[config.mk]
export PLATFORM = sky130hd
export DESIGN_NAME = max_priority_queue_top
export DESIGN_NICKNAME = d
export VERILOG_FILES = /design/src/rtl/mpq_pkg.sv /design/src/rtl/mpq_heap_ram.sv /design/src/rtl/max_priority_queue_top.sv
export SDC_FILE = /design/constraint.sdc
export NUM_CORES = 2
export LEC_CHECK = 0
export BUFFER_PORTS_ARGS = -buffer_cell sky130_fd_sc_hd__buf_2
export CAP_MARGIN = 20
export CORE_ASPECT_RATIO = 1.4
export CORE_MARGIN = 4
export CORE_UTILIZATION = 60
export CTS_BUF_LIST = sky130_fd_sc_hd__clkbuf_8
export CTS_CLUSTER_DIAMETER = 150
export CTS_CLUSTER_SIZE = 20
export DETAILED_ROUTE_END_ITERATION = 12
export PLACE_DENSITY = 0.76
export SLEW_MARGIN = 15
export SYNTH_ARGS = -nofsm -noshare
export SYNTH_HDL_FRONTEND = slang
export SYNTH_HIERARCHICAL = 1
export SYNTH_SLANG_ARGS = --single-unit
[constraint.sdc]
create_clock -name clk -period 26.4 [get_ports clk]
set_input_delay 1.32 -clock clk [delete_from_list [all_inputs] [get_ports clk]]
set_output_delay 1.32 -clock clk [all_outputs]
set_load 0.1 [all_outputs]
[src/rtl/mpq_pkg.sv]
// ----------------------------------------------------------------------------
// mpq_pkg
// Shared constants for the max-priority queue: operation and status codes,
// field widths and parameter defaults.
// ----------------------------------------------------------------------------
package mpq_pkg;

  // Field widths fixed by the interface.
  localparam int OP_W     = 3;
  localparam int VALUE_W  = 32;
  localparam int STATUS_W = 2;

  // Parameter defaults.
  localparam int DEF_CAPACITY  = 64;
  localparam int DEF_KEY_WIDTH = 32;

  // Operation codes.
  localparam logic [OP_W-1:0] OP_READ     = 3'd0;
  localparam logic [OP_W-1:0] OP_INSERT   = 3'd1;
  localparam logic [OP_W-1:0] OP_REMOVE   = 3'd2;
  localparam logic [OP_W-1:0] OP_INCREASE = 3'd3;
  localparam logic [OP_W-1:0] OP_DECREASE = 3'd4;

  // Status codes.
  localparam logic [STATUS_W-1:0] ST_OK    = 2'd0;
  localparam logic [STATUS_W-1:0] ST_EMPTY = 2'd1;
  localparam logic [STATUS_W-1:0] ST_FULL  = 2'd2;

endpackage

[src/rtl/mpq_heap_ram.sv]
// ----------------------------------------------------------------------------
// mpq_heap_ram
// Heap storage: one write port and two read ports, read data registered.
// ----------------------------------------------------------------------------
module mpq_heap_ram #(
  parameter int DEPTH = mpq_pkg::DEF_CAPACITY,
  parameter int WIDTH = mpq_pkg::DEF_KEY_WIDTH,
  localparam int AW   = $clog2(DEPTH)
) (
  input  logic             clk,
  input  logic             we,
  input  logic [AW-1:0]    waddr,
  input  logic [WIDTH-1:0] wdata,
  input  logic [AW-1:0]    raddr_a,
  output logic [WIDTH-1:0] rdata_a,
  input  logic [AW-1:0]    raddr_b,
  output logic [WIDTH-1:0] rdata_b
);

  logic [WIDTH-1:0] mem [DEPTH];

  // Write port.
  always_ff @(posedge clk) begin
    if (we) begin
      mem[waddr] <= wdata;
    end
  end

  // Two registered read ports.
  always_ff @(posedge clk) begin
    rdata_a <= mem[raddr_a];
    rdata_b <= mem[raddr_b];
  end

endmodule

[src/rtl/max_priority_queue_top.sv]
// ----------------------------------------------------------------------------
// max_priority_queue_top
// Bounded max-priority queue of signed keys, held as a binary max-heap.
// ----------------------------------------------------------------------------
// The input channel (in_valid, in_stall, op, value) carries one command word;
// the output channel (out_valid, out_stall, top_value, status) returns exactly
// one result word for each command, in order.
// Keys live in a heap memory with two registered read ports. A small
// sequencer walks the heap one level per cycle, with one comparator path for
// sift-down and one shared adder for increase and decrease.
// States from acceptance to the result word in the output register:
//   read max                      S_READ, then S_DONE
//   insert                        S_UP, one level at a time, then S_DONE
//   remove, increase, decrease    S_LOAD, S_DOWN one level at a time, S_DONE
//   empty, full and unused codes  S_DONE directly
// A sift climbs or descends at most ceil(log2(CAPACITY)) levels.
// The block takes one command at a time: in_stall is high from acceptance
// until the result has moved into the output register.
// A stalled result holds in the output register; the sequencer waits in its
// final state until that register is free.
// Reset clears the entry count and both handshakes; the heap memory itself
// is not cleared, as entries above the count are never used.
// ----------------------------------------------------------------------------
module max_priority_queue_top #(
  parameter int CAPACITY  = mpq_pkg::DEF_CAPACITY,
  parameter int KEY_WIDTH = mpq_pkg::DEF_KEY_WIDTH
) (
  input  logic                                clk,
  input  logic                                rst,
  input  logic                                in_valid,
  output logic                                in_stall,
  input  logic [mpq_pkg::OP_W-1:0]            op,
  input  logic signed [mpq_pkg::VALUE_W-1:0]  value,
  output logic                                out_valid,
  input  logic                                out_stall,
  output logic signed [mpq_pkg::VALUE_W-1:0]  top_value,
  output logic [mpq_pkg::STATUS_W-1:0]        status
);

  localparam int AW  = $clog2(CAPACITY);
  localparam int CW  = $clog2(CAPACITY + 1);
  localparam int IXW = AW + 2;
  localparam logic [CW-1:0] CAP_C = CW'(CAPACITY);

  // Sequencer states.
  localparam logic [2:0] S_IDLE = 3'd0;
  localparam logic [2:0] S_READ = 3'd1;
  localparam logic [2:0] S_LOAD = 3'd2;
  localparam logic [2:0] S_UP   = 3'd3;
  localparam logic [2:0] S_DOWN = 3'd4;
  localparam logic [2:0] S_DONE = 3'd5;

  logic [2:0]                          state, state_next;
  logic [CW-1:0]                       count, count_next;
  logic [AW-1:0]                       idx, idx_next;
  logic [KEY_WIDTH-1:0]                key, key_next;
  logic [mpq_pkg::OP_W-1:0]            op_r, op_next;
  logic signed [mpq_pkg::VALUE_W-1:0]  res_top, res_top_next;
  logic [mpq_pkg::STATUS_W-1:0]        res_status, res_status_next;
  logic                                out_load;
  logic                                out_free;

  logic                 mem_we;
  logic [AW-1:0]        mem_waddr;
  logic [KEY_WIDTH-1:0] mem_wdata;
  logic [AW-1:0]        raddr_a, raddr_b;
  logic [KEY_WIDTH-1:0] rdata_a, rdata_b;

  logic [KEY_WIDTH-1:0] value_key;
  logic [KEY_WIDTH-1:0] sum;
  logic [IXW-1:0]       n_ext, l_ix, r_ix;
  logic                 l_ok, r_ok, l_gt, r_gt;
  logic [KEY_WIDTH-1:0] cand;
  logic [AW-1:0]        up_parent, nx_parent;
  logic [IXW-1:0]       nx_left;

  mpq_heap_ram #(
    .DEPTH (CAPACITY),
    .WIDTH (KEY_WIDTH)
  ) u_ram (
    .clk     (clk),
    .we      (mem_we),
    .waddr   (mem_waddr),
    .wdata   (mem_wdata),
    .raddr_a (raddr_a),
    .rdata_a (rdata_a),
    .raddr_b (raddr_b),
    .rdata_b (rdata_b)
  );

  // The input word is sign extended or wrapped to the key width.
  assign value_key = KEY_WIDTH'(value);

  assign in_stall = (state != S_IDLE);
  assign out_free = !out_valid || !out_stall;

  // Shared adder for increase and decrease of the maximum.
  assign sum = (op_r == mpq_pkg::OP_DECREASE) ? (rdata_a - key) : (rdata_a + key);

  // Child indices and the shared comparator path for one level of sift-down.
  assign n_ext = IXW'(count);
  assign l_ix  = {1'b0, idx, 1'b1};
  assign r_ix  = l_ix + IXW'(1);
  assign l_ok  = (l_ix < n_ext);
  assign r_ok  = (r_ix < n_ext);
  assign l_gt  = l_ok && ($signed(rdata_a) > $signed(key));
  assign cand  = l_gt ? rdata_a : key;
  assign r_gt  = r_ok && ($signed(rdata_b) > $signed(cand));

  assign up_parent = (idx - AW'(1)) >> 1;

  // Sequencer.
  always_comb begin
    state_next      = state;
    count_next      = count;
    idx_next        = idx;
    key_next        = key;
    op_next         = op_r;
    res_top_next    = res_top;
    res_status_next = res_status;
    mem_we          = 1'b0;
    mem_waddr       = idx;
    mem_wdata       = key;
    out_load        = 1'b0;
    unique case (state)
      S_IDLE: begin
        if (in_valid) begin
          op_next         = op;
          key_next        = value_key;
          res_top_next    = '0;
          res_status_next = mpq_pkg::ST_OK;
          state_next      = S_DONE;
          unique case (op) inside
            mpq_pkg::OP_READ: begin
              if (count == '0) begin
                res_status_next = mpq_pkg::ST_EMPTY;
              end else begin
                state_next = S_READ;
              end
            end
            mpq_pkg::OP_INSERT: begin
              if (count == CAP_C) begin
                res_status_next = mpq_pkg::ST_FULL;
              end else begin
                idx_next   = count[AW-1:0];
                count_next = count + CW'(1);
                state_next = S_UP;
              end
            end
            mpq_pkg::OP_REMOVE: begin
              if (count == '0) begin
                res_status_next = mpq_pkg::ST_EMPTY;
              end else begin
                count_next = count - CW'(1);
                state_next = S_LOAD;
              end
            end
            mpq_pkg::OP_INCREASE, mpq_pkg::OP_DECREASE: begin
              if (count == '0) begin
                res_status_next = mpq_pkg::ST_EMPTY;
              end else begin
                state_next = S_LOAD;
              end
            end
            default: begin
            end
          endcase
        end
      end
      S_READ: begin
        res_top_next = 32'($signed(rdata_a));
        state_next   = S_DONE;
      end
      S_LOAD: begin
        // Moving key: the last entry for a remove, the adjusted root otherwise.
        key_next   = (op_r == mpq_pkg::OP_REMOVE) ? rdata_a : sum;
        idx_next   = '0;
        state_next = S_DOWN;
      end
      S_UP: begin
        if (idx == '0) begin
          mem_we     = 1'b1;
          state_next = S_DONE;
        end else if ($signed(key) > $signed(rdata_a)) begin
          mem_we    = 1'b1;
          mem_wdata = rdata_a;
          idx_next  = up_parent;
        end else begin
          mem_we     = 1'b1;
          state_next = S_DONE;
        end
      end
      S_DOWN: begin
        mem_we = 1'b1;
        if (r_gt) begin
          mem_wdata = rdata_b;
          idx_next  = r_ix[AW-1:0];
        end else if (l_gt) begin
          mem_wdata = rdata_a;
          idx_next  = l_ix[AW-1:0];
        end else begin
          state_next = S_DONE;
        end
      end
      S_DONE: begin
        if (out_free) begin
          out_load   = 1'b1;
          state_next = S_IDLE;
        end
      end
      default: begin
        state_next = S_IDLE;
      end
    endcase
  end

  // Read addresses follow the state and heap position of the next cycle.
  assign nx_parent = (idx_next - AW'(1)) >> 1;
  assign nx_left   = {1'b0, idx_next, 1'b1};

  always_comb begin
    raddr_a = '0;
    raddr_b = '0;
    unique case (state_next)
      S_UP: begin
        raddr_a = nx_parent;
      end
      S_DOWN: begin
        raddr_a = nx_left[AW-1:0];
        raddr_b = AW'(nx_left + IXW'(1));
      end
      S_LOAD: begin
        raddr_a = (op_next == mpq_pkg::OP_REMOVE) ? count_next[AW-1:0] : '0;
      end
      default: begin
        raddr_a = '0;
      end
    endcase
  end

  // Control registers.
  always_ff @(posedge clk) begin
    if (rst) begin
      state     <= S_IDLE;
      count     <= '0;
      out_valid <= 1'b0;
    end else begin
      state <= state_next;
      count <= count_next;
      if (out_load) begin
        out_valid <= 1'b1;
      end else if (!out_stall) begin
        out_valid <= 1'b0;
      end
    end
  end

  // Working and result registers.
  always_ff @(posedge clk) begin
    idx        <= idx_next;
    key        <= key_next;
    op_r       <= op_next;
    res_top    <= res_top_next;
    res_status <= res_status_next;
    if (out_load) begin
      top_value <= res_top;
      status    <= res_status;
    end
  end

  // The entry count never passes the capacity.
  a_count_bound: assert property (@(posedge clk) disable iff (rst)
    count <= CAP_C)
    else $error("entry count above capacity");

  // An insert below capacity adds exactly one entry.
  a_insert_count: assert property (@(posedge clk) disable iff (rst)
    (in_valid && !in_stall && op == mpq_pkg::OP_INSERT && count != CAP_C)
      |=> (count == $past(count) + CW'(1)))
    else $error("insert did not add one entry");

  // The heap is never written while the sequencer is idle or finishing.
  a_idle_no_write: assert property (@(posedge clk) disable iff (rst)
    (state == S_IDLE || state == S_DONE) |-> !mem_we)
    else $error("heap written outside a sift");

  // A non-zero maximum is only reported with an ok status.
  a_top_ok: assert property (@(posedge clk) disable iff (rst)
    (out_valid && top_value != '0) |-> (status == mpq_pkg::ST_OK))
    else $error("maximum reported with an error status");

endmodule
==> impl_results.md <==
* Max clock buf depth at 3
* Cells after synthesis at 5936
* Num CTS Buffers at 121
* CP endpoint kind: register
* Pwr Density at 118 mW/mm^2
* CP Launch Type: register
* RR Startpoint: u_ram/rdata_a[25]
* Syn_nets at 6124
* Number of nets in the layout at 6053
* Fin crit share at 47.4%
* DRT iter0 DRCs at 9563
* Die W at 366 um
* Slew at the pin closest to its max-slew limit at 6.50 ns
* HPWL Detailed at 189000 um
* Pre-CTS setup slack at 13.68 ns
* Sequential cell area fraction in the yosys report at 61.4%
* Tmin final at 12.51 ns
* Worst reg-to-reg setup slack at 13.89 ns
* Die Span Y at 509 um
* Final worst slack at 13.89 ns
* H-tree levels at 3
* Crit path arrival time at 13.22 ns
* Cells after DPL at 8052
* # IOs at 75
* Largest net degree at the start of global routing at 506
* Cell Rows at 183
* Worst hold path type: register to register
* CTS tree: built
* Crit path max fanout at 97
* Post-synth top flop: edfxtp_1
* Distinct cells, synth at 91
* CTS clk-pin slew, worst paths at 0.15 ns
* Area Overhead vs Synth at 5.26%
* Non-Filler Instances at 8259
* Initial antenna violation count at 14
* GRT overflow at 0
* # setup viols final at 0
* Gpl congestion at 0.961
* Worst Hold End: top_value[14]
* Resized Gates After CTS at 0
* Starting Density at 60.5%
* Synthesized area per cell at 18.2 um^2
* Clk_skew at 0.0633 ns
* Status: finished, violations left
* EDFF count, synth at 2148
* Synth Warn # at 6
* Failing checks: max-slew violations
* Final WL at 316000 um
* TritonCTS Sinks at 2232
* Synth Register Bits at 2232
* Vias post-DR at 63.2k
* Clk_lat worst skew at 0.98 ns
* Leakage at 34.7 nW
* FFs w/ async S/R, synth at 0%
* Post-Syn Area at 0.108 mm^2
* Crit Path Category: register to register
* Final hold viol count at 0
* Critical Path RT at 27.12 ns
* Delay of the slowest critical-path stage at 0.74 ns
* # DRC at 0
* F_max at 80.0 MHz
* Hold Crit Start: res_top[14]
* Worst Reg-to-Reg Cells at 33
* Port Buffer Count at 74
* WL/cell at 38.2 um
* Vias in the first global route at 63.1k
* Root Driver: clkbuf_8
* FF-to-FF End: u_ram/rdata_a[28]
* Total global routing track utilization at 33.9%
* RSZ-0062 raised after global routing: false
* Initial DRT Pass Iterations at 6
* Hold-critical path depth at 0
* Hold Buf Count CTS at 0
* Fillers at 11.9k
* First-pass GRT wire length at 452000 um
* Detail Route Antenna Nets at 0
* Core box area at 0.178 mm^2
* Max Cap Violations at 0
* DR vias/cell at 7.65
* Layout cell share with drive strength beyond 1 at 28.6%
* Post-CTS setup buffer count at 0
* Most used cell along the critical path: buf_4
* Total negative slack at 0 ns
* Slew margin rel. at -333%
* Die ar. at 0.187 mm^2
* Slowest CP cell: a221oi_1
* Slew Limit Fails at 404
* Max VDD drop at 0.140 mV
-- where the power goes --
group          switching, mW  total, mW  internal [mW]
registers              0.161       4.93           4.77
logic                   4.30       6.94           2.64
clock network           1.06       1.49          0.435
-- cell usage after synthesis, drive strengths merged (8+ instances only) --
cell type	number	area, um^2
edfxtp	2148	64500
mux4	1124	25300
buf	243	1400
nor2	242	930
nand2	230	868
mux2i	214	2140
a21oi	213	1090
o21ai	204	1020
clkbuf	193	724
ha	147	1840
a22oi	130	976
inv	114	428
dfxtp	84	1680
nor3	65	340
o22ai	60	375
nand3	45	225
o211ai	42	330
mux2	37	417
xnor2	36	315
nor2b	31	194
a211oi	29	218
nand2b	23	144
o221ai	22	193
a21o	19	143
a221oi	19	166
nand4	19	125
a31oi	17	106
and2	14	87.6
or3	14	87.6
o21bai	12	90.1
nor4	11	68.8
and3	10	62.6
o31ai	10	93.8
or2	10	62.6
a32oi	9	78.8
o32a	9	90.1
nand3b	8	60.1
xor2	8	70.1
-- cells in the final DEF, fill, tap and decap left out, types with 37 or more instances in the layout --
master    count
o22ai_1      60
nand3_1      44
dfxtp_1      84
nand2_1     228
ha_1        147
nor3_1       60
nor2_1      171
clkbuf_8    123
mux4_2     1124
inv_1       183
o21ai_0     133
mux2_2       37
mux2i_1     214
buf_4       153
a22oi_1     130
buf_2        74
edfxtp_1   2148
nor2_4       69
o211ai_1     39
a21oi_1     208
-- registers in the layout, summed over array words and instances (netlist names) --
signal / cells
res_top: 32
count: 7
op_r: 3
idx: 6
u_ram/rdata_b: 32
out_valid: 1
u_ram/mem: 2048
key: 32
state: 3
res_status: 2
top_value: 32
u_ram/rdata_a: 32
status: 2
-- worst max path at each step --
stage          depth (start not counted)               from  slack [ns]                 to
3_3_place_gp                          31  u_ram/rdata_a[25]       13.68  u_ram/rdata_a[31]
4_1_cts                               32            key[27]       13.63  u_ram/rdata_a[31]
2_1_floorplan                         23             key[3]       18.13   u_ram/mem[0][21]
5_1_grt                               34            key[26]       13.16  u_ram/rdata_a[19]
3_5_place_dp                          32            key[27]       13.68  u_ram/rdata_a[31]
6_report                              33  u_ram/rdata_a[25]       13.89  u_ram/rdata_a[28]
-- critical path, delay by kind of cell, from the launching register on --
kind,cells,cell delay [ns]
buffers and inverters,8,4.19
AOI/OAI and AO/OA,10,2.74
adders and majority gates,2,0.94
muxes,1,0.60
DFF,1,0.48
and+or+nand+nor,12,2.87
-- routing by layer --
metal  up-vias  wire, um  GRT usage (%)
li1      24700         -              -
met1     32600    103000           43.8
met2      4892    151000           54.4
met3      1002     43400           8.92
met4        14     19200           16.5
met5         -        89              0
-- layout make-up --
class                      instances  area, um^2  share of cell area (%)
antenna                            3        7.51                 0.00662
clock buffer                     123        1690                    1.49
multi-input combinational       3154       40100                    35.3
timing repair buffer             242        1830                    1.61
sequential                      2232       66200                    58.3
tap                             2312        2890                    2.55
clock inverter                    79         330                   0.291
inverter                         114         428                   0.377
-- per-stage QoR --
step / power [mW] / utilization (%) / area [um^2] / hold slack, ns
2_1_floorplan: 9.68 / - / 108000 / 0.400
5_1_grt: 13.9 / 63.7 / 113000 / 0.437
6_report: 13.4 / 63.7 / 113000 / 0.410
3_3_place_gp: 11.7 / 62.5 / 111000 / 0.402
4_1_cts: 13.2 / 63.6 / 113000 / 0.417
3_5_place_dp: 11.8 / 62.5 / 111000 / 0.407
-- cells by family after synthesis --
logic type	after synthesis	share of synthesized area, %
AOI/OAI and AO/OA	846	5.08
xor gates and xnor gates	44	0.358
adders and majority gates	149	1.74
buffers and inverters	550	2.37
DFF	2232	61.4
muxes	1375	25.9
other	1	0.00348
and+or+nand+nor	739	3.17
Note: power is estimated with default switching activity, not from simulation.
